**config.mk**
```make
export PLATFORM = sky130hd
export DESIGN_NAME = warp_sync_barrier
export DESIGN_NICKNAME = d
export VERILOG_FILES = /design/src/wsb_pkg.sv /design/src/warp_sync_barrier.sv /design/src/wsb_state.sv /design/src/wsb_eval.sv
export VERILOG_INCLUDE_DIRS = /design/src /design/src/src
export SDC_FILE = /design/constraint.sdc
export NUM_CORES = 1
export LEC_CHECK = 0
export BUFFER_PORTS_ARGS = -buffer_cell sky130_fd_sc_hd__buf_2
export CORE_AREA = 10 10 192 213
export CTS_CLUSTER_SIZE = 10
export DETAILED_ROUTE_END_ITERATION = 10
export DIE_AREA = 0 0 202 223
export GPL_TIMING_DRIVEN = 0
export MAX_ROUTING_LAYER = met4
export PLACE_DENSITY = 0.75
export SETUP_SLACK_MARGIN = 0.5
export SLEW_MARGIN = 20
export SYNTH_ARGS = -nofsm -noshare
export SYNTH_HDL_FRONTEND = slang
export SYNTH_SLANG_ARGS = --single-unit
```
**constraint.sdc**
```tcl
create_clock -name clock -period 14.4 [get_ports clock]
set_input_delay 2.16 -clock clock [delete_from_list [all_inputs] [get_ports clock]]
set_output_delay 2.16 -clock clock [all_outputs]
set_load 0.05 [all_outputs]
```
**src/warp_sync_barrier_macros.svh**
```systemverilog
// ---------------------------------------------------------------------------
// Assertion macros for the warp sync barrier.
// They compile to nothing when SYNTHESIS is defined.
// ---------------------------------------------------------------------------
`ifndef WARP_SYNC_BARRIER_MACROS_SVH
`define WARP_SYNC_BARRIER_MACROS_SVH

`ifndef SYNTHESIS

// The consequent must hold in the same cycle as the antecedent.
`define WSB_ASSERT_NOW(label, clk, rst, ante, cons) \
   label: assert property (@(posedge clk) disable iff (rst) (ante) |-> (cons)) \
      else $error("warp_sync_barrier: assertion failed");

// The consequent must hold in the cycle after the antecedent.
`define WSB_ASSERT_NEXT(label, clk, rst, ante, cons) \
   label: assert property (@(posedge clk) disable iff (rst) (ante) |=> (cons)) \
      else $error("warp_sync_barrier: assertion failed");

`else

`define WSB_ASSERT_NOW(label, clk, rst, ante, cons)
`define WSB_ASSERT_NEXT(label, clk, rst, ante, cons)

`endif

`endif

```
**src/wsb_pkg.sv**
```systemverilog
// ---------------------------------------------------------------------------
// wsb_pkg
// Shared types, status codes and helpers of the warp sync barrier.
// ---------------------------------------------------------------------------
`timescale 1ns / 1ps

package wsb_pkg;

   localparam int MAX_LANES = 32;
   localparam int LANES_W = 32;
   localparam int LANE_IDX_W = 5;
   localparam int COUNT_W = 6;
   localparam int STATUS_W = 3;

   localparam logic [COUNT_W-1:0] LANE_COUNT_RESET = 6'd32;

   localparam logic [STATUS_W-1:0] ST_OK = 3'd0;
   localparam logic [STATUS_W-1:0] ST_INVALID_MASK = 3'd1;
   localparam logic [STATUS_W-1:0] ST_MASK_MISMATCH = 3'd2;
   localparam logic [STATUS_W-1:0] ST_PENDING_MISMATCH = 3'd3;
   localparam logic [STATUS_W-1:0] ST_DUPLICATE = 3'd4;
   localparam logic [STATUS_W-1:0] ST_UNREADY = 3'd5;

   typedef struct packed {
      logic [LANES_W-1:0] member_mask;
      logic [LANES_W-1:0] issue_lanes;
      logic [LANES_W-1:0] mismatch_lanes;
      logic [31:0]        issue_pc;
      logic [31:0]        successor_pc;
      logic [LANES_W-1:0] valid_lanes;
      logic [LANES_W-1:0] ready_lanes;
   } req_word_type;

   typedef struct packed {
      logic [STATUS_W-1:0]   status;
      logic [LANE_IDX_W-1:0] error_lane;
      logic [LANES_W-1:0]    wait_lanes;
      logic [LANES_W-1:0]    release_lanes;
      logic [31:0]           release_pc;
   } rsp_word_type;

   typedef struct packed {
      logic               active;
      logic [31:0]        pc;
      logic [LANES_W-1:0] members;
      logic [LANES_W-1:0] arrived;
   } barrier_state_type;

   // Priority encoder: index of the lowest set bit, zero when none is set.
   function automatic logic [LANE_IDX_W-1:0] lowest_lane(input logic [LANES_W-1:0] bits);
      logic [LANE_IDX_W-1:0] idx;
      idx = '0;
      for (int i = LANES_W - 1; i >= 0; i--) begin
         if (bits[i]) begin
            idx = LANE_IDX_W'(i);
         end
      end
      return idx;
   endfunction

endpackage

```
**src/warp_sync_barrier.sv**
```systemverilog
// ---------------------------------------------------------------------------
// warp_sync_barrier
// Warp-level sync barrier for one warp. An accepted request word passes the
// input register, then the result register, on the way to its response word;
// one word per cycle is sustained while the output is not stalled, limited
// only by the read-modify-write of the barrier state. Synchronous reset empties
// both registers, clears the barrier state and sets lane_count to 32.
// ---------------------------------------------------------------------------
`timescale 1ns / 1ps

`include "warp_sync_barrier_macros.svh"

module warp_sync_barrier (
   input  logic                                 clock,
   input  logic                                 reset,
   input  logic                                 csr_wr_en,
   input  logic [wsb_pkg::COUNT_W-1:0]          csr_wr_data,
   input  logic                                 req_valid,
   output logic                                 req_stall,
   input  logic [wsb_pkg::LANES_W-1:0]          req_member_mask,
   input  logic [wsb_pkg::LANES_W-1:0]          req_issue_lanes,
   input  logic [wsb_pkg::LANES_W-1:0]          req_mismatch_lanes,
   input  logic [31:0]                          req_issue_pc,
   input  logic [31:0]                          req_successor_pc,
   input  logic [wsb_pkg::LANES_W-1:0]          req_valid_lanes,
   input  logic [wsb_pkg::LANES_W-1:0]          req_ready_lanes,
   output logic                                 rsp_valid,
   input  logic                                 rsp_stall,
   output logic [wsb_pkg::STATUS_W-1:0]         rsp_status,
   output logic [wsb_pkg::LANE_IDX_W-1:0]       rsp_error_lane,
   output logic [wsb_pkg::LANES_W-1:0]          rsp_wait_lanes,
   output logic [wsb_pkg::LANES_W-1:0]          rsp_release_lanes,
   output logic [31:0]                          rsp_release_pc
);

   logic                          s1_vld_ff, s1_vld_in;
   wsb_pkg::req_word_type         s1_word_ff, s1_word_in;
   logic                          rsp_vld_ff, rsp_vld_in;
   wsb_pkg::rsp_word_type         rsp_word_ff, rsp_word_in;

   logic                          out_ready;
   logic                          s1_fire;
   logic                          req_fire;
   wsb_pkg::rsp_word_type         eval_rsp;
   logic                          eval_write;
   wsb_pkg::barrier_state_type    state_next;
   wsb_pkg::barrier_state_type    state;
   logic [wsb_pkg::COUNT_W-1:0]   lane_count;

   // The result register frees up when it is empty or being taken.
   assign out_ready = !rsp_vld_ff || !rsp_stall;
   assign s1_fire = s1_vld_ff && out_ready;
   assign req_stall = s1_vld_ff && !out_ready;
   assign req_fire = req_valid && !req_stall;

   always_comb begin
      s1_word_in = s1_word_ff;
      if (req_fire) begin
         s1_word_in.member_mask = req_member_mask;
         s1_word_in.issue_lanes = req_issue_lanes;
         s1_word_in.mismatch_lanes = req_mismatch_lanes;
         s1_word_in.issue_pc = req_issue_pc;
         s1_word_in.successor_pc = req_successor_pc;
         s1_word_in.valid_lanes = req_valid_lanes;
         s1_word_in.ready_lanes = req_ready_lanes;
      end
      s1_vld_in = req_fire || (s1_vld_ff && !s1_fire);
      rsp_word_in = s1_fire ? eval_rsp : rsp_word_ff;
      rsp_vld_in = s1_fire || (rsp_vld_ff && rsp_stall);
   end

   always_ff @(posedge clock) begin
      if (reset) begin
         s1_vld_ff <= 1'b0;
         rsp_vld_ff <= 1'b0;
      end else begin
         s1_vld_ff <= s1_vld_in;
         rsp_vld_ff <= rsp_vld_in;
      end
   end

   always_ff @(posedge clock) begin
      s1_word_ff <= s1_word_in;
      rsp_word_ff <= rsp_word_in;
   end

   wsb_eval u_eval (
      .req         (s1_word_ff),
      .state       (state),
      .lane_count  (lane_count),
      .rsp         (eval_rsp),
      .state_write (eval_write),
      .state_next  (state_next)
   );

   wsb_state u_state (
      .clock       (clock),
      .reset       (reset),
      .csr_wr_en   (csr_wr_en),
      .csr_wr_data (csr_wr_data),
      .update      (s1_fire && eval_write),
      .state_next  (state_next),
      .state       (state),
      .lane_count  (lane_count)
   );

   assign rsp_valid = rsp_vld_ff;
   assign rsp_status = rsp_word_ff.status;
   assign rsp_error_lane = rsp_word_ff.error_lane;
   assign rsp_wait_lanes = rsp_word_ff.wait_lanes;
   assign rsp_release_lanes = rsp_word_ff.release_lanes;
   assign rsp_release_pc = rsp_word_ff.release_pc;

   // A failed check never asks lanes to wait or releases them.
   `WSB_ASSERT_NOW(a_fail_quiet, clock, reset,
      rsp_vld_ff && (rsp_word_ff.status != wsb_pkg::ST_OK),
      (rsp_word_ff.wait_lanes == '0) && (rsp_word_ff.release_lanes == '0)
         && (rsp_word_ff.release_pc == '0))

   // Waiting and release are exclusive within one word.
   `WSB_ASSERT_NOW(a_wait_or_release, clock, reset,
      rsp_vld_ff,
      (rsp_word_ff.wait_lanes == '0) || (rsp_word_ff.release_lanes == '0))

   // Arrivals are always a strict subset of the pending participants.
   `WSB_ASSERT_NOW(a_arrived_subset, clock, reset,
      state.active,
      ((state.arrived & ~state.members) == '0) && (state.arrived != state.members))

   // An idle barrier holds no leftover state.
   `WSB_ASSERT_NOW(a_idle_clean, clock, reset,
      !state.active,
      (state.members == '0) && (state.arrived == '0) && (state.pc == '0))

   // A release closes the barrier.
   `WSB_ASSERT_NEXT(a_release_closes, clock, reset,
      s1_fire && (eval_rsp.release_lanes != '0),
      !state.active)

endmodule

```
**src/wsb_state.sv**
```systemverilog
// ---------------------------------------------------------------------------
// wsb_state
// Barrier state, updated when a word passes its checks, and lane count register.
// ---------------------------------------------------------------------------
`timescale 1ns / 1ps

module wsb_state (
   input  logic                             clock,
   input  logic                             reset,
   input  logic                             csr_wr_en,
   input  logic [wsb_pkg::COUNT_W-1:0]      csr_wr_data,
   input  logic                             update,
   input  wsb_pkg::barrier_state_type       state_next,
   output wsb_pkg::barrier_state_type       state,
   output logic [wsb_pkg::COUNT_W-1:0]      lane_count
);

   wsb_pkg::barrier_state_type state_ff, state_in;
   logic [wsb_pkg::COUNT_W-1:0] lane_count_ff, lane_count_in;

   always_comb begin
      state_in = update ? state_next : state_ff;
      lane_count_in = csr_wr_en ? csr_wr_data : lane_count_ff;
   end

   always_ff @(posedge clock) begin
      if (reset) begin
         state_ff <= '0;
         lane_count_ff <= wsb_pkg::LANE_COUNT_RESET;
      end else begin
         state_ff <= state_in;
         lane_count_ff <= lane_count_in;
      end
   end

   assign state = state_ff;
   assign lane_count = lane_count_ff;

endmodule

```
**src/wsb_eval.sv**
```systemverilog
// ---------------------------------------------------------------------------
// wsb_eval
// Checks one sync word against the barrier state and forms the response
// and the next barrier state.
// ---------------------------------------------------------------------------
`timescale 1ns / 1ps

module wsb_eval (
   input  wsb_pkg::req_word_type            req,
   input  wsb_pkg::barrier_state_type       state,
   input  logic [wsb_pkg::COUNT_W-1:0]      lane_count,
   output wsb_pkg::rsp_word_type            rsp,
   output logic                             state_write,
   output wsb_pkg::barrier_state_type       state_next
);

   logic [wsb_pkg::LANES_W:0]   lane_limit;
   logic                        bad_width;
   logic                        invalid;
   logic [wsb_pkg::LANES_W-1:0] mism;
   logic [wsb_pkg::LANES_W-1:0] unready;
   logic                        pend_bad;
   logic                        dup;
   logic                        unr;
   logic [wsb_pkg::LANES_W-1:0] base_members;
   logic [wsb_pkg::LANES_W-1:0] base_arrived;
   logic                        complete;

   always_comb begin
      // Mask of lanes below lane_count; only meaningful when the count is legal.
      lane_limit = ((wsb_pkg::LANES_W+1)'(1) << lane_count) - (wsb_pkg::LANES_W+1)'(1);
      bad_width = (lane_count == '0)
         || (lane_count > wsb_pkg::COUNT_W'(wsb_pkg::MAX_LANES));
      invalid = bad_width
         || ((req.member_mask & ~lane_limit[wsb_pkg::LANES_W-1:0]) != '0)
         || (req.member_mask == '0)
         || ((req.issue_lanes & ~req.member_mask) != '0)
         || ((req.member_mask & ~req.valid_lanes) != '0);
      mism = req.mismatch_lanes & req.issue_lanes;
      pend_bad = state.active
         && ((state.pc != req.issue_pc) || (state.members != req.member_mask));
      dup = state.active && ((state.arrived & req.issue_lanes) != '0);
      unready = req.member_mask & ~req.ready_lanes;
      unr = !state.active && (unready != '0);

      base_members = state.active ? state.members : req.member_mask;
      base_arrived = (state.active ? state.arrived : '0) | req.issue_lanes;
      complete = (base_arrived == base_members);

      rsp = '0;
      state_write = 1'b0;
      state_next = '0;
      if (invalid) begin
         rsp.status = wsb_pkg::ST_INVALID_MASK;
      end else if (mism != '0) begin
         rsp.status = wsb_pkg::ST_MASK_MISMATCH;
         rsp.error_lane = wsb_pkg::lowest_lane(mism);
      end else if (pend_bad) begin
         rsp.status = wsb_pkg::ST_PENDING_MISMATCH;
      end else if (dup) begin
         rsp.status = wsb_pkg::ST_DUPLICATE;
      end else if (unr) begin
         rsp.status = wsb_pkg::ST_UNREADY;
         rsp.error_lane = wsb_pkg::lowest_lane(unready);
      end else begin
         rsp.status = wsb_pkg::ST_OK;
         state_write = 1'b1;
         if (complete) begin
            // All participants are in: release them and close the barrier.
            rsp.release_lanes = base_members;
            rsp.release_pc = req.successor_pc;
         end else begin
            rsp.wait_lanes = req.issue_lanes;
            state_next.active = 1'b1;
            state_next.pc = req.issue_pc;
            state_next.members = base_members;
            state_next.arrived = base_arrived;
         end
      end
   end

endmodule

```
==> run summary, run 1 <==
The post-synthesis register bit count is 433. Setup repair after global routing left no endpoint under its margin. Global routing used 31.0% of the available tracks. For the total count of max-transition violations in the final report, the log shows 0.

In this run the critical register-to-register path is captured at rsp_release_lanes[12]. The area share of the leading cell type in the synthesized netlist was 49.7%; the upper clock frequency limit was 197 MHz. No sink is reached through more buffers than the 3 on the longest clock path. At the end of routability-driven placement, the weighted congestion stood at 1.03. Sorting the synthesized cells by area gives the leading types as edfxtp_1, dfxtp_1, xnor2_1. TritonCTS built the clock tree. The worst path in the final design needs a cycle of 5.06 ns, including I/O delays and setup. The fraction of the yosys area taken by sequential cells was 60.3%; the area of placed instances was 22400 um2.

The net count of the finished layout is 2333. The worst hold slack was 0.469 ns. After floorplanning, the core was sized to cover 36600 um2.

The run gives 1931 as the number of nets produced by synthesis. The startpoint of the worst-slack reg-to-reg timing path was u_state.lane_count[2]. Setup violations remaining at the end of the flow were counted as 0.

The worst setup path is launched from a register. During I/O placement, the number of pins put on the boundary was 341. For this design, the CTS-stage hold fixing added 0 buffers. The synthesized instance count was 1695.

In this run the most critical hold path is launched from u_state.state[76]. The power density relative to cell area works out to 121 nW/um2. The antenna diode count was 0; the die span in y was 223 um.

After clock tree synthesis, the setup repair step added 0 buffers. The tools report the number of design rule violations left after detail routing as 0. The run gives 69.7 mm as the total length of routed wires. The length in cells of the worst reg-to-reg path was 14. Prior to clock tree synthesis, the placed netlist has a worst setup slack of 9.41 ns.

The first routing iteration left 1593 violations. The synthesized netlist contains 78 unique library cells. The count of buffers inserted at the top-level ports came out at 338.

The via count of the first global-routing pass is 15900. The detailed-route wire length per cell came out at 26.5 um. The die footprint came out at 45000 um2. The standby leakage power is 8.75 nW, and the overall via count from detail_route is 15800. The first global-routing pass estimated 102 mm of wire. By count the netlist is led by edfxtp_1, dfxtp_1, inv_1.

The area growth from synthesis to final layout was 20.7%. Once the floorplan was initialized, standard cells occupied 54.1% of the core. The sum of negative setup slack was 0 ns; the slew at the pin closest to its max-slew limit was 1.03 ns. Clock tree root driver cell: clkbuf_16. The largest area contributor in the synthesized netlist was edfxtp_1. Counting the fill cells in the layout gives 2797.

Across all setup checks in the final design, the least slack found is 9.34 ns. The flow ran to the end, and the final reports show no timing, DRC or antenna violations. Most instantiated flip-flop cell in the synthesis netlist: edfxtp_1. The worst hold path was traced through 2 stages.

The worst path uses 35.2% of the clock period. Data on the critical path arrives at its endpoint at 5.43 ns. The clock arrives with 0.0252 ns of skew. The tools report the largest voltage drop on the vdd net as 0.000108 V. Kind of end point of the critical path: a register.

The finished cells cover 23900 um2. Across the run, the number of max-cap violations was 0. The post-detailed-route via-to-cell ratio came out at 6.01.

Detailed placement finished with a half-perimeter wire length of 53.3 mm. For the worst setup path, the data required time is 14.76 ns. The type of the tightest min-delay check was register to register. The run gives 0 as the remaining number of nets flagged by the antenna check after routing. The post-route netlist has 21.1% of its cells at a drive strength greater than 1. For this run, the detailed router's first-pass iteration total came to 7.

Entering global routing, the biggest net connects 33 pins. Clock-pin slew was measured on the worst setup and hold paths at 0.06 ns. The worst hold path terminates at u_state.state[76]. In this run, post-CTS repair resized a total of 0 instances. The category of the most critical setup path was register to register. The global-route congestion overflow total is 0. The average instance area after synthesis is 11.7 um2. The CTS sink count is 433. The worst slew margin relative to its limit is 30.6%. Row generation in the floorplan step produced 74 rows. Measured along the x axis, the die boundary spans 202 um.

Total CTS buffers: 50. The logs give 2 for the number of H-tree levels and 9.34 ns for the slack of the worst reg-to-reg path. Yosys mapped a number of flops with a built-in enable equal to 328. Summing every instance area after synthesis gives 19800 um2. Number of antenna violations at the first check in global routing: 2. The final count of hold timing violations was 0; the maximum fanout along the worst path was 10. For this run, asynchronously set or reset flops after synthesis account for 0%. Clock latency on the worst-skew pair, taken at its later pin, is 0.58 ns. During synthesis, Yosys emitted a total of 0 warnings. The most common cell in the netlist was edfxtp_1.
[state kept, by name, indices dropped and copies added (netlist names)]
name / flops
rsp_wait_lanes: 32
s1_vld_ff: 1
s1_word_ff: 224
u_state.lane_count: 6
rsp_status: 3
u_state.state: 97
rsp_release_pc: 32
rsp_valid: 1
rsp_error_lane: 5
rsp_release_lanes: 32
[cell families after synthesis]
kind of cell	share of synthesized area (%)
muxes	3.49
and+or+nand+nor	15.7
buffers and inverters	4.93
adders and majority gates	0.114
xor gates and xnor gates	4.42
AOI/OAI and AO/OA	11.0
DFF	60.3
[cell usage in the layout (no fill, tap or decap), types with 6 or more instances in the layout]
master     Yosys  layout
o22ai_1       17      17
a22o_1         9       9
buf_6          7       7
clkbuf_1      99     136
nand3_1       57      57
nand4_1       46      46
nand2b_1      34      34
o21ai_0       18      18
dfxtp_1      105     105
nor4_1        60      59
buf_2         20     358
buf_12         0       6
xor2_1        13      13
nor2b_1       66      65
inv_1        102     102
a21o_1         7       7
xnor2_1       87      87
a221oi_1       7       7
mux2i_1       68      68
o21a_1        34      34
buf_16         0       6
nor2_1        80      80
clkbuf_16      0      52
edfxtp_1     328     328
o31ai_1       38      38
and2_1        56      56
o2111ai_1      6       6
o211ai_1      36      36
a21oi_1       18      18
o32ai_1       33      33
a31oi_1        7       7
nor3_1        44      44
a22oi_1       20      20
nand2_1       87      87
[critical path: stages (launching register included)]
cell and delay [ns]:
dfxtp_1 0.44, buf_2 0.30, nor3_1 0.10, nand2_1 0.16
ha_1 0.17, clkbuf_1 0.34, clkbuf_1 0.47, o31ai_1 0.24
and4_1 0.27, nor2_1 0.09, nand3_1 0.14, nor4b_2 0.76
nand4_1 0.58, clkbuf_1 0.43, nor2_1 0.35
[cell type report]
cell class	instances	area (um2)	share of cell area [%]
Tap cell	494	618	2.58
Multi-Input combinational cell	1026	6900	28.9
Timing Repair Buffer	350	1980	8.27
Inverter	104	390	1.63
Clock inverter	4	48.8	0.204
Clock buffer	89	1440	6.02
Buffer	132	586	2.45
Sequential cell	433	12000	50.0
[how the worst max path moves through the flow]
stage	cells after the start	from	endpoint	slack (ns)
after global routing	14	u_state.lane_count[3]	rsp_release_lanes[12]	9.14
final	14	u_state.lane_count[2]	rsp_release_lanes[12]	9.34
after CTS	3	rsp_stall	req_stall	9.40
after floorplan	2	rsp_stall	s1_word_ff[0]	1.24
after detailed placement	3	rsp_stall	req_stall	9.41
after global placement	6	rsp_stall	u_state.state[5]	-2.70
[per-layer routing]
layer | part of all wire, % | global-route usage, %
met4 | 4.8 | 14.2
met1 | 40 | 39.0
met3 | 9.6 | 7.00
met2 | 46 | 47.3
met5 | 0 | -
[where the power goes]
group | total, mW | leakage (nW) | internal, mW | switching [mW]
clock network | 1.16 | 0.706 | 0.674 | 0.483
logic | 0.313 | 4.06 | 0.0983 | 0.215
registers | 1.42 | 3.98 | 1.40 | 0.0210
[metrics by stage]
stage               cells  utilization (%)  total power, mW
finish               2632             65.4             2.89
global route         2632             65.4             2.98
CTS                  2632             65.4             2.89
detailed placement   2539             61.3             1.75
global placement     2527             60.5             1.76
floorplan            1695                -             1.63
No activity file was read; power rests on OpenSTA's default activity.
==> run 2, diff against run 1 <==
- CORE_AREA: 10 10 192 213 -> 10 10 199 220
- DIE_AREA: 0 0 202 223 -> 0 0 209 230
- PLACE_DENSITY: 0.75 -> 0.73
- clock period: 14.4 -> 4.2 ns (I/O delays scaled with it)
==> run summary, run 2 (synthesized netlist as in run 1, its figures left out) <==
Arrival time of the worst setup path: 4.14 ns (-1.29 ns). The net switching fraction of the power was 25.2% (+0.32 points). The run gives 72.1 mm (+3.5%) as the total length of routed wires. The logs give 32 (-3.0%) for the maximum number of pins on one net before global-route repair and 63.4% (-2.0 points) for the final design utilization.

The logs give 0.000364 V (+240%) for the largest voltage drop on the vdd net and 15800 (-0.076%) for the via count of the first global-routing pass. The clock-pin slew reported for the worst setup and hold paths after clock tree synthesis works out to 0.06 ns (about the same). Setup repair after global routing left no endpoint under its margin.

For the first-iteration detailed-routing DRC count, the log shows 1670 (+4.8%). The run gives 4.64 ns (-10.12 ns) as the worst path required time. The horizontal die dimension was 209 um (+3.5%); the overall global routing resource usage was 29.2% (-1.8 points). The count of nets after finishing is 2355 (+0.94%). The clock share of power was 40.2% (+0.2 points); the slew at the pin closest to its max-slew limit was 0.953 ns (-0.0786 ns). The layout cell share with drive strength beyond 1 is 25.6% (+4.6 points). The post-detailed-route via-to-cell ratio is 6.03 (+0.34%). The tools report the source of the worst hold timing path as req_issue_pc[31]. The length in cells of the worst reg-to-reg path came out at 13 (-1). The remaining number of nets flagged by the antenna check after routing is 0 (unchanged). The worst setup path is launched from a register.

The total CTS buffers was 51 (+2.0%); the power density relative to cell area was 406 nW/um2 (+240%). The number of instances on the worst hold path was 1 (-1); the number of filler cells placed in the layout was 3091 (+11%). Area growth from synthesis to final layout: 24.8%. For the antenna diode count, the log shows 0 (unchanged). For the worst slew margin relative to its limit, the log shows 36.5% (+5.9 points).

The switching power summed over all nets was 2.53 mW (+250%); the clock insertion delay at the later pin of the skew report was 0.61 ns (+0.03 ns). The slack of the worst reg-to-reg path is 0.49 ns (-8.84 ns), and the filler-free cell count of the finished design is 2667 (+1.3%). The placeable core region is 39000 um2 (+6.6%), and the number of design rule violations left after detail routing is 0 (unchanged). For the die footprint, the log shows 48100 um2 (+6.7%). The power share of the combinational group was 11.3% (+0.5 points). The number of H-tree levels came out at 2 (unchanged).

The type of the tightest min-delay check is input pin to register. The pre-CTS setup slack is -0.352 ns (-9.76 ns), and the power consumption is 10.0 mW (+250%). The tools report the startpoint of the worst-slack reg-to-reg timing path as s1_word_ff[198].

The logs give 0 (-2) for the number of antenna violations at the first check in global routing and 7.51 mW (+250%) for the total internal power. The worst register-to-register path ends at rsp_release_lanes[0]. The global-route congestion overflow total was 0 (unchanged). TritonCTS built the clock tree. Placer congestion estimate: 1.04 (+0.69%). The kind of end point of the critical path was a register. The category of the most critical setup path is register to register.

The logs give 0.196 ns (-0.273 ns) for the worst hold slack and 341 (unchanged) for the number of I/O pins. The length of the first detailed-routing pass in iterations came out at 6 (-1). For the final count of hold timing violations, the log shows 0 (unchanged).

The flow ran to the end, and the final reports show no timing, DRC or antenna violations. The number of cells in the design after placement is 2553 (+0.55%), and the total count of max-transition violations in the final report is 0 (unchanged). The maximum fanout along the worst path is 10 (unchanged), and the number of flip-flops in the largest register is 224 (unchanged). The count of buffers inserted at the top-level ports was 338 (unchanged); the total of max-cap violations was 0 (unchanged). Leaving out fill and tap cells, the most frequent cells in the layout are buf_2, edfxtp_1, clkbuf_1. The initial cell density of the core was 50.8% (-3.4 points). The standby leakage power was 9.08 nW (+3.8%).

The tree is rooted in a clkbuf_16. Hold path endpoint: s1_word_ff[127]. The detailed-route wire length per cell was 27.0 um (+2.1%); the overall via count from detail_route was 16100 (+1.7%). The upper clock frequency limit was 270 MHz (+37%); the number of buffers on the longest clock path was 3 (unchanged).

For the standard-cell row count, the log shows 76 (+2.7%). The die span in y was 230 um (+3.1%); the post-DP HPWL was 53.5 mm (+0.48%). The worst setup margin is 0.494 ns (-8.84 ns). The CTS sink count is 433 (unchanged), and the total of endpoints with negative setup slack in the final report is 0 (unchanged). Leaving out fill and tap cells, the most frequent cell in the layout is buf_2. The cts-stage hold buffer count is 0 (unchanged). Final clock skew: 0.0289 ns (+0.00368 ns).

The fraction of power consumed by sequential logic is 48.5% (-0.6 points), and the share of the clock period used by the worst path after layout is 88.2% (+53 points). Wire length of the first global-routing pass: 103 mm (+0.73%). Register bank with the most flops: s1_word_ff. The final period demand of the worst path was 3.71 ns (-1.36 ns).
==> run 2: cell types whose count changed in the layout (fill, tap and decap cells not counted), sizes merged <==
cell,change
clkinvlp,+1
nand4,+1
buf,+30
clkbuf,-10
==> run 2: critical path, stage by stage (launching register included) <==
cell and delay [ns]:
edfxtp_1 0.32, clkbuf_1 0.56, nor2b_1 0.26, nor4_1 0.48
nand4_1 0.15, nor3_1 0.32, o2111ai_2 0.18, buf_4 0.18
nor4b_4 0.27, buf_6 0.18, nand4_1 0.14, buf_6 0.19
buf_4 0.17, nor2_4 0.13
==> run 2: power groups by stage <==
| stage | clock [mW] | combinational (mW) | sequential, mW |
|---|---|---|---|
| after CTS | 4.09 | 1.08 | 4.87 |
| after detailed placement | 0 | 1.06 | 4.95 |
| after global placement | 0 | 1.01 | 4.97 |
| final | 4.03 | 1.13 | 4.87 |
| after floorplan | 0 | 0.462 | 5.10 |
| after global routing | 4.28 | 1.18 | 4.88 |
==> run 2: worst max path at each step <==
| stage | from | to | slack (ns) | depth (start not counted) |
|---|---|---|---|---|
| 6_report | s1_word_ff[198] | rsp_release_lanes[0] | 0.49 | 13 |
| 2_1_floorplan | rsp_stall | s1_word_ff[0] | -0.41 | 2 |
| 3_3_place_gp | rsp_stall | s1_word_ff[104] | -1.57 | 3 |
| 4_1_cts | u_state.lane_count[3] | rsp_release_lanes[13] | 0.50 | 17 |
| 3_5_place_dp | u_state.lane_count[3] | u_state.state[4] | -0.35 | 15 |
| 5_1_grt | u_state.lane_count[3] | u_state.state[64] | 0.39 | 18 |
==> run 2: layout make-up <==
type / count / area, um2 / area share (%)
inverter: 104 / 390 / 1.58
timing repair buffer: 370 / 2230 / 9.00
tap: 507 / 634 / 2.57
buffer: 132 / 748 / 3.03
sequential: 433 / 12000 / 48.4
multi-input combinational: 1027 / 7260 / 29.3
clock inverter: 5 / 53.8 / 0.218
clock buffer: 89 / 1460 / 5.91
==> run 2: timing repair <==
| item | in CTS | in global routing |
|---|---|---|
| cloned | 0 | 5 |
| buffers inserted | 9 | 6 |
| setup endpoints to repair | 201 | 198 |
| gates resized for setup | 61 | 121 |
| pin swaps | 7 | 19 |
==> run 2: metrics by stage <==
stage               area (um2)  TNS [ns]
floorplan                19800    -92.32
global placement         22200   -446.09
detailed placement       22500    -28.24
CTS                      24300         0
global route             24700         0
finish                   24700         0
==> run 2: per-layer routing <==
metal	wire, um	GRT usage [%]
met1	28600	36.4
met3	6790	6.93
met2	33500	45.0
met4	3190	12.1
met5	0	-
==> run 3, diff against run 2 <==
- SETUP_SLACK_MARGIN: 0.5 -> 0.3
==> run summary, run 3 (synthesized netlist as in run 1, its figures left out) <==
The flow ran to the end, and the final reports show no timing, DRC or antenna violations. STA classifies the critical path startpoint as a register. The tools report the kind of end point of the critical path as a register. Detailed-route wire length per cell: 26.7 um (-1.2%). The logs give 8.93 nW (-1.6%) for the standby leakage power and 1 (+1) for the number of antenna violations at the first check in global routing. Setup repair after global routing left no endpoint under its margin. The maximum fanout along the worst path works out to 10 (unchanged). Cell with the largest stage delay on the worst path: clkbuf_1.

Worst stage delay on the critical path: 0.73 ns (+0.17 ns). The final count of hold timing violations was 0 (unchanged). The final period demand of the worst path was 3.76 ns (+0.0543 ns). The remaining number of nets flagged by the antenna check after routing was 0 (unchanged); the via count of the first global-routing pass was 15900 (+0.057%). The placeable core region was 39000 um2 (unchanged); the first-iteration detailed-routing DRC count was 1751 (+4.9%).

Capture point of the critical path: u_state.state[78]. The die footprint came out at 48100 um2 (unchanged). The top cell types in the final layout, fill and taps aside, are buf_2, edfxtp_1, clkbuf_1.

The placer congestion estimate came out at 1.04 (unchanged). Traced cell by cell, the critical path runs through clkbuf_1 -> nor2b_1 -> nor4_1 -> nand4_1 -> a2111oi_0 -> and4b_1 -> nand4b_4 -> nor2b_1 -> buf_4 -> buf_8 -> mux2i_2. The horizontal die dimension was 209 um (unchanged). The buffers plus inverters on the worst setup path is 3 (-2).

The run gives 51 (unchanged) as the total CTS buffers. The count of buffers inserted at the top-level ports works out to 338 (unchanged). For the total length of routed wires, the log shows 71.0 mm (-1.5%). In this run the critical register-to-register path is launched from s1_word_ff[203]. The die span in y is 230 um (unchanged), and the power density relative to cell area is 411 nW/um2 (+1.3%).

The post-DP HPWL was 53.5 mm (unchanged). The tools report the number of H-tree levels as 2 (unchanged). The count of nets after finishing was 2346 (-0.38%); the length in cells of the worst reg-to-reg path was 11 (-2). The run gives 15900 (-1.0%) as the overall via count from detail_route. The logs give 0 (unchanged) for the global-route congestion overflow total and 0 (unchanged) for the total of endpoints with negative setup slack in the final report.

The length of the first detailed-routing pass in iterations is 7 (+1), and the CTS sink count is 433 (unchanged). The initial cell density of the core was 50.8% (unchanged). The cell family contributing the most delay on the critical path is simple AND/OR/NAND/NOR gates. Overall global routing resource usage: 29.2% (-0.039 points). The wire length of the first global-routing pass is 103 mm (-0.15%), and the number of I/O pins is 341 (unchanged). The number of logic stages on the critical path including buffering was 11 (-2); the number of design rule violations left after detail routing was 0 (unchanged). The tools report the clock insertion delay at the later pin of the skew report as 0.60 ns (about the same). More flip-flops sit in one register than any other, and that register is s1_word_ff. The worst register-to-register path ends at u_state.state[78]. Arrival time of the worst setup path: 4.28 ns (+0.14 ns). The number of filler cells placed in the layout is 3118 (+0.87%), and the area growth from synthesis to final layout is 22.9%. Tracing the worst setup path back leads to its startpoint at s1_word_ff[203]. The power consumption is 10.0 mW (-0.27%), and the number of buffers on the longest clock path is 3 (unchanged). The run gives 0.0267 ns (-0.00222 ns) as the final clock skew.

The type of the tightest min-delay check was input pin to register. The maximum number of pins on one net before global-route repair was 32 (unchanged). The root buffer cell chosen for the clock tree is clkbuf_16. Leaving out fill and tap cells, the most frequent cell in the layout is buf_2. The layout cell share with drive strength beyond 1 works out to 23.8% (-1.8 points). The worst path required time is 4.72 ns (+0.08 ns), and the slew at the pin closest to its max-slew limit is 0.982 ns (+0.0285 ns). Largest voltage drop on the vdd net: 0.000367 V (+0.78%). The logs give 34.5% (-1.9 points) for the worst slew margin relative to its limit and 12000 um2 (about the same) for the footprint of the flip-flops and latches. The post-detailed-route via-to-cell ratio was 5.99 (-0.68%); the number of flip-flops in the largest register was 224 (unchanged). The antenna diode count was 0 (unchanged).

The worst setup path is of the register to register kind. The clock-pin slew reported for the worst setup and hold paths after clock tree synthesis is 0.06 ns (about the same). The most numerous cell type found on the critical path is nor2b_1. The final design utilization is 62.4% (-0.98 points), and the multi-input logic area is 7110 um2 (-2.0%). For the total count of max-transition violations in the final report, the log shows 0 (unchanged). The share of the clock period used by the worst path after layout is 89.5% (+1.3 points). The logs give 266 MHz (-1.4%) for the upper clock frequency limit and 0 (unchanged) for the total of max-cap violations. The slack of the worst reg-to-reg path is 0.44 ns (-0.05 ns). TritonCTS built the clock tree. The logs give 0 (unchanged) for the cts-stage hold buffer count and 76 (unchanged) for the standard-cell row count.
==> run 3: per-layer routing <==
| metal | GRT usage, % | wire (um) | vias up |
|---|---|---|---|
| met1 | 36.1 | 28000 | 7640 |
| met2 | 45.0 | 33100 | 959 |
| met5 | - | 0 | - |
| met3 | 7.28 | 6930 | 187 |
| li1 | - | - | 7125 |
| met4 | 12.0 | 2990 | 0 |
==> run 3: cell type report <==
class / count / share of cell area (%)
Sequential cell: 433 / 49.1
Multi-Input combinational cell: 1026 / 29.2
Timing Repair Buffer: 362 / 8.60
Clock buffer: 89 / 6.00
Buffer: 132 / 2.65
Tap cell: 507 / 2.61
Inverter: 104 / 1.60
Clock inverter: 5 / 0.221
==> run 3: how the worst min path moves through the flow <==
stage | start | endpoint | slack, ns | cells past startpoint
floorplan | u_state.state[64] | u_state.state[64] | 0.45 | 2
global placement | u_state.state[90] | u_state.state[90] | 0.45 | 2
detailed placement | u_state.state[94] | u_state.state[94] | 0.46 | 2
CTS | req_issue_pc[13] | s1_word_ff[109] | 0.18 | 1
global route | req_issue_lanes[6] | s1_word_ff[166] | 0.19 | 1
finish | req_issue_lanes[8] | s1_word_ff[168] | 0.20 | 1
==> run 3: power by group <==
| group | internal (mW) | total (mW) | switching [mW] |
|---|---|---|---|
| Clock | 2.35 | 4.02 | 1.68 |
| Combinational | 0.355 | 1.11 | 0.759 |
| Sequential | 4.80 | 4.87 | 0.0714 |
==> run 3: metrics by stage <==
step / cell area, um2 / hold slack, ns / instances / TNS, ns / setup WS, ns
after CTS: 24200 / 0.177 / 2654 / 0 / 0.294
after floorplan: 19800 / 0.447 / 1695 / -92.32 / -0.412
after global placement: 22200 / 0.455 / 2540 / -446.09 / -1.57
after detailed placement: 22500 / 0.462 / 2553 / -28.24 / -0.352
after global routing: 24300 / 0.187 / 2658 / 0 / 0.302
final: 24300 / 0.199 / 2658 / 0 / 0.440
==> run 3: timing repair <==
action                     4_1_cts  5_1_grt
setup endpoints to repair      196      199
setup buffers                    7        4
pin swaps                        4        6
gates resized for setup         29       65
